<file path="config.mk">
export PLATFORM = sky130hd
export DESIGN_NAME = med_tap_mac
export DESIGN_NICKNAME = d
export VERILOG_FILES = /design/src/hdl/med_pkg.sv /design/src/hdl/med_tap_mac.sv
export SDC_FILE = /design/constraint.sdc
export NUM_CORES = 1
export LEC_CHECK = 0
export BUFFER_PORTS_ARGS = -buffer_cell sky130_fd_sc_hd__buf_2
export CAP_MARGIN = 10
export CORE_AREA = 2 2 181 228
export DETAILED_ROUTE_END_ITERATION = 7
export DIE_AREA = 0 0 183 230
export PLACE_DENSITY_LB_ADDON = 0.12
export SETUP_SLACK_MARGIN = 0.3
export SYNTH_ARGS = -nofsm -noshare
export SYNTH_HDL_FRONTEND = slang
export SYNTH_SLANG_ARGS = --single-unit
</file>
<file path="constraint.sdc">
create_clock -name clock -period 9.7 [get_ports clock]
set_input_delay 1.94 -clock clock [delete_from_list [all_inputs] [get_ports clock]]
set_output_delay 1.94 -clock clock [all_outputs]
set_load 0.02 [all_outputs]
</file>
<file path="src/hdl/med_pkg.sv">
// shared types and constants of the multitap echo delay unit
`timescale 1ns / 1ps

package med_pkg;

   localparam int GAIN_BITS      = 16;
   localparam int GAIN_FRAC      = 14;
   localparam int DELAY_BITS     = 16;
   localparam int TAP_REGS       = 4;
   localparam int TAP_HALF_BITS  = 32;
   localparam int TAP_CNT_BITS   = 4;
   localparam int CSR_INDEX_BITS = 3;
   localparam int CSR_DATA_BITS  = 64;

   typedef enum logic [CSR_INDEX_BITS-1:0] {
      REG_INPUT_GAIN = 3'd0,
      REG_TAP_COUNT  = 3'd1,
      REG_TAPS_0_1   = 3'd2,
      REG_TAPS_2_3   = 3'd3,
      REG_TAPS_4_5   = 3'd4,
      REG_TAPS_6_7   = 3'd5
   } csr_index_type;

   typedef struct packed {
      logic valid;
      logic first;
   } mac_ctrl_type;

endpackage

</file>
<file path="src/hdl/med_tap_mac.sv">
// multiply-accumulate datapath with rounding and saturation
`timescale 1ns / 1ps

module med_tap_mac import med_pkg::*; #(
   parameter int SAMPLE_BITS = 24
) (
   input  logic                          clock,
   input  logic                          reset,
   input  mac_ctrl_type                  ctrl,
   input  logic signed [SAMPLE_BITS-1:0] op_sample,
   input  logic signed [GAIN_BITS-1:0]   op_gain,
   output logic                          busy,
   output logic signed [SAMPLE_BITS-1:0] result
);

   localparam int PROD_W = SAMPLE_BITS + GAIN_BITS;
   localparam int ACC_W  = PROD_W + 4;
   localparam int SH_W   = ACC_W - GAIN_FRAC;
   localparam longint MAX_L = (longint'(1) <<< (SAMPLE_BITS - 1)) - 1;
   localparam logic signed [SH_W-1:0] MAX_V = SH_W'(MAX_L);
   localparam logic signed [SH_W-1:0] MIN_V = SH_W'(-MAX_L - 1);
   localparam logic signed [ACC_W-1:0] HALF = ACC_W'(1 << (GAIN_FRAC - 1));

   logic signed [PROD_W-1:0] prod_ff;
   logic signed [PROD_W-1:0] prod_in;
   logic                     prod_v_ff;
   logic                     prod_first_ff;
   logic signed [ACC_W-1:0]  acc_ff;
   logic signed [ACC_W-1:0]  rnd;
   logic signed [SH_W-1:0]   shr;

   assign prod_in = op_sample * op_gain;

   always_ff @(posedge clock) begin
      if (reset) begin
         prod_v_ff <= 1'b0;
      end else begin
         prod_v_ff <= ctrl.valid;
      end
      prod_ff       <= prod_in;
      prod_first_ff <= ctrl.first;
      if (prod_v_ff) begin
         if (prod_first_ff) begin
            acc_ff <= ACC_W'(prod_ff);
         end else begin
            acc_ff <= acc_ff + ACC_W'(prod_ff);
         end
      end
   end

   // round half up, then clamp to the sample range
   assign rnd  = acc_ff + HALF;
   assign shr  = rnd[ACC_W-1:GAIN_FRAC];
   assign busy = prod_v_ff;

   always_comb begin
      priority if (shr > MAX_V) begin
         result = MAX_V[SAMPLE_BITS-1:0];
      end else if (shr < MIN_V) begin
         result = MIN_V[SAMPLE_BITS-1:0];
      end else begin
         result = shr[SAMPLE_BITS-1:0];
      end
   end

endmodule

</file>
==> metrics <==
status=finished clean; Root Buffer=clkbuf_16; ys async rst share=0%; Remaining Overflow, GRT=0; number of global-route vias before repair=15,500; I/O pin count=69; YS warnings=0; Die Ht=230 um; Post-synth EDFFs=44; DR WL/cell=17.3 um; Final ANT Viol Nets=0; Worst Setup End Kind=flip-flop; Fillers=3,746; skew final=6.75 ps; Post-CTS Setup Repair Bufs=0; post-synthesis sequential area ratio=10.9%; antenna violations before repair=0; min cycle time layout=8200 ps; core area=39,800 um^2; CTS Buf Count=9; Critical Path, Cell by Cell=buf_2 > nand2_1 > fa_1 > fa_1 > fa_1 > inv_1 > fa_1 > fa_1 > inv_1 > fa_1 > inv_1 > ha_1 > a21o_1 > a21oi_1 > nor2_1 > a211oi_1 > o31a_1 > a21oi_1 > o21ai_0 > o21ai_0 > a311oi_1; nets=2,792; Final Routed Wirelength=47.4 mm; Final Util=52.1%; most frequent cells in the layout=inv_1, fa_1, nand2_1, and2_1, ha_1; first-pass GRT wire length=79.2 mm; fmax=122 MHz; Worst EP arrival=8470 ps; endpoints failing hold=0; row count=82; worst hold margin=532 ps; setup TNS=0 ps; Worst path max stage delay=590 ps; starting density of the core=49.6%; synth unique cells=70; die width=183 um; Yosys reg bits=86; total track usage=23.6%; # setup viols final=0; RSZ-0062 raised after global routing=no; Iter 0 DRT Violations=851; Pre-antenna DRT Iters=5; Synthesized Nets=2,797; CTS tree=done; share of layout cells above drive strength 1=4.96%; max_slew headroom=30.8%; Diodes inserted=0; Post-Syn Instances=2,236; Crit path top cell by count=fa_1; DRC=0; vias per cell=5.33; Buf/Inv on CP=4; largest net degree at the start of global routing=97; CP Launch Type=input port; via count=14,600; CP max stage cell=fa_1; CP required=9970 ps; clock buffer depth=2; most common cell after layout, fill and taps aside=inv_1; die area=42,100 um^2; cells resized by post-CTS repair=0; hold_buf cts=0; RePlAce Congestion=0.883; kind of cell adding the most delay to the critical path=adder cells; Clock transition at path regs=60 ps; Area Overhead vs Synth=5.01%; worst skew pair latency=360 ps; number of max-cap violations=0; port buffer count=68; Worst Hold Class=reg -> reg; Final HPWL DP=38.9 mm; crit path max fanout=24; Mean Syn Cell Area=8.84 um^2; most common flop cell mapped by yosys=edfxtp_1; worst slew pin tran=1030 ps; Critical Setup Path Class=in -> reg; period utilisation layout=84.5%; Final Max Slew Viols=0; Max H-tree Level=3; Synth Cell Area=19,800 um^2; clk sinks=86
cell type report:
class | count | area, um^2 | share of cell area (%)
Clock buffer | 9 | 225 | 1.09
Clock inverter | 7 | 103 | 0.494
Inverter | 460 | 1730 | 8.32
Multi-Input combinational cell | 1603 | 15500 | 74.9
Sequential cell | 86 | 2160 | 10.4
Tap cell | 504 | 631 | 3.04
Timing Repair Buffer | 71 | 363 | 1.75
stage by stage:
step | instance area (um^2) | setup slack (ps) | cells
after floorplan | 19800 | 1890 | 2236
after global placement | 20400 | 1230 | 2724
after detailed placement | 20400 | 1130 | 2724
after CTS | 20800 | 1500 | 2740
after global routing | 20800 | 1130 | 2740
final | 20800 | 1500 | 2740
registers in the layout, indices dropped and copies added (netlist names):
name / count
acc_ff: 44
busy: 1
prod_ff: 40
prod_first_ff: 1
synthesized netlist by cell type (7+ instances only):
cell type,count,area (um^2)
inv_1,460,1730
fa_1,375,7510
nand2_1,294,1100
and2_1,158,988
ha_1,142,1780
o21ai_0,83,415
clkbuf_1,79,297
a21oi_1,75,375
nor2_1,65,244
xnor2_1,51,447
a21o_1,50,375
edfxtp_1,44,1320
dfxtp_1,42,841
xor2_1,40,350
nand3_1,29,145
nand4_1,17,106
and3_1,15,93.8
o21bai_1,15,113
nand2b_1,13,81.3
nor2b_1,13,81.3
nor3_1,13,65.1
o31ai_1,13,97.6
a211oi_1,11,82.6
o21a_1,11,82.6
a21boi_0,7,52.6
a31oi_1,7,43.8
or2_2,7,43.8
worst min-delay path, stage by stage, from the launching register on:
cell	delay, ps
dfxtp_1	330
nand2_1	50
nand2_1	40
final timing paths:
path | startpoint | end | slack, ps | cells past startpoint
hold / removal | prod_ff[5] | acc_ff[5] | 530 | 2
hold reg to reg | prod_ff[5] | acc_ff[5] | 530 | 2
setup reg to reg | prod_ff[0] | acc_ff[40] | 6040 | 12
setup / recovery | op_gain[3] | prod_ff[39] | 1500 | 21
cells by family after synthesis:
group,synth area share [%]
compound gates,11.0
mux,0.165
buf+inv,10.4
flops,10.9
simple gates,16.4
xor+xnor,4.03
fa+ha+maj,47.0
layer usage:
| metal | global-route usage (%) | vias up | wire length, um |
|---|---|---|---|
| met5 | 0 | - | 0 |
| met4 | 4.32 | 0 | 558 |
| met3 | 2.58 | 35 | 2110 |
| met2 | 39.3 | 359 | 22200 |
| met1 | 33.8 | 7233 | 22600 |
| li1 | - | 6989 | - |
Power is left out: the tool's default activity adds up to more than one toggle a clock period on the data nets, which glitch-free logic cannot reach.
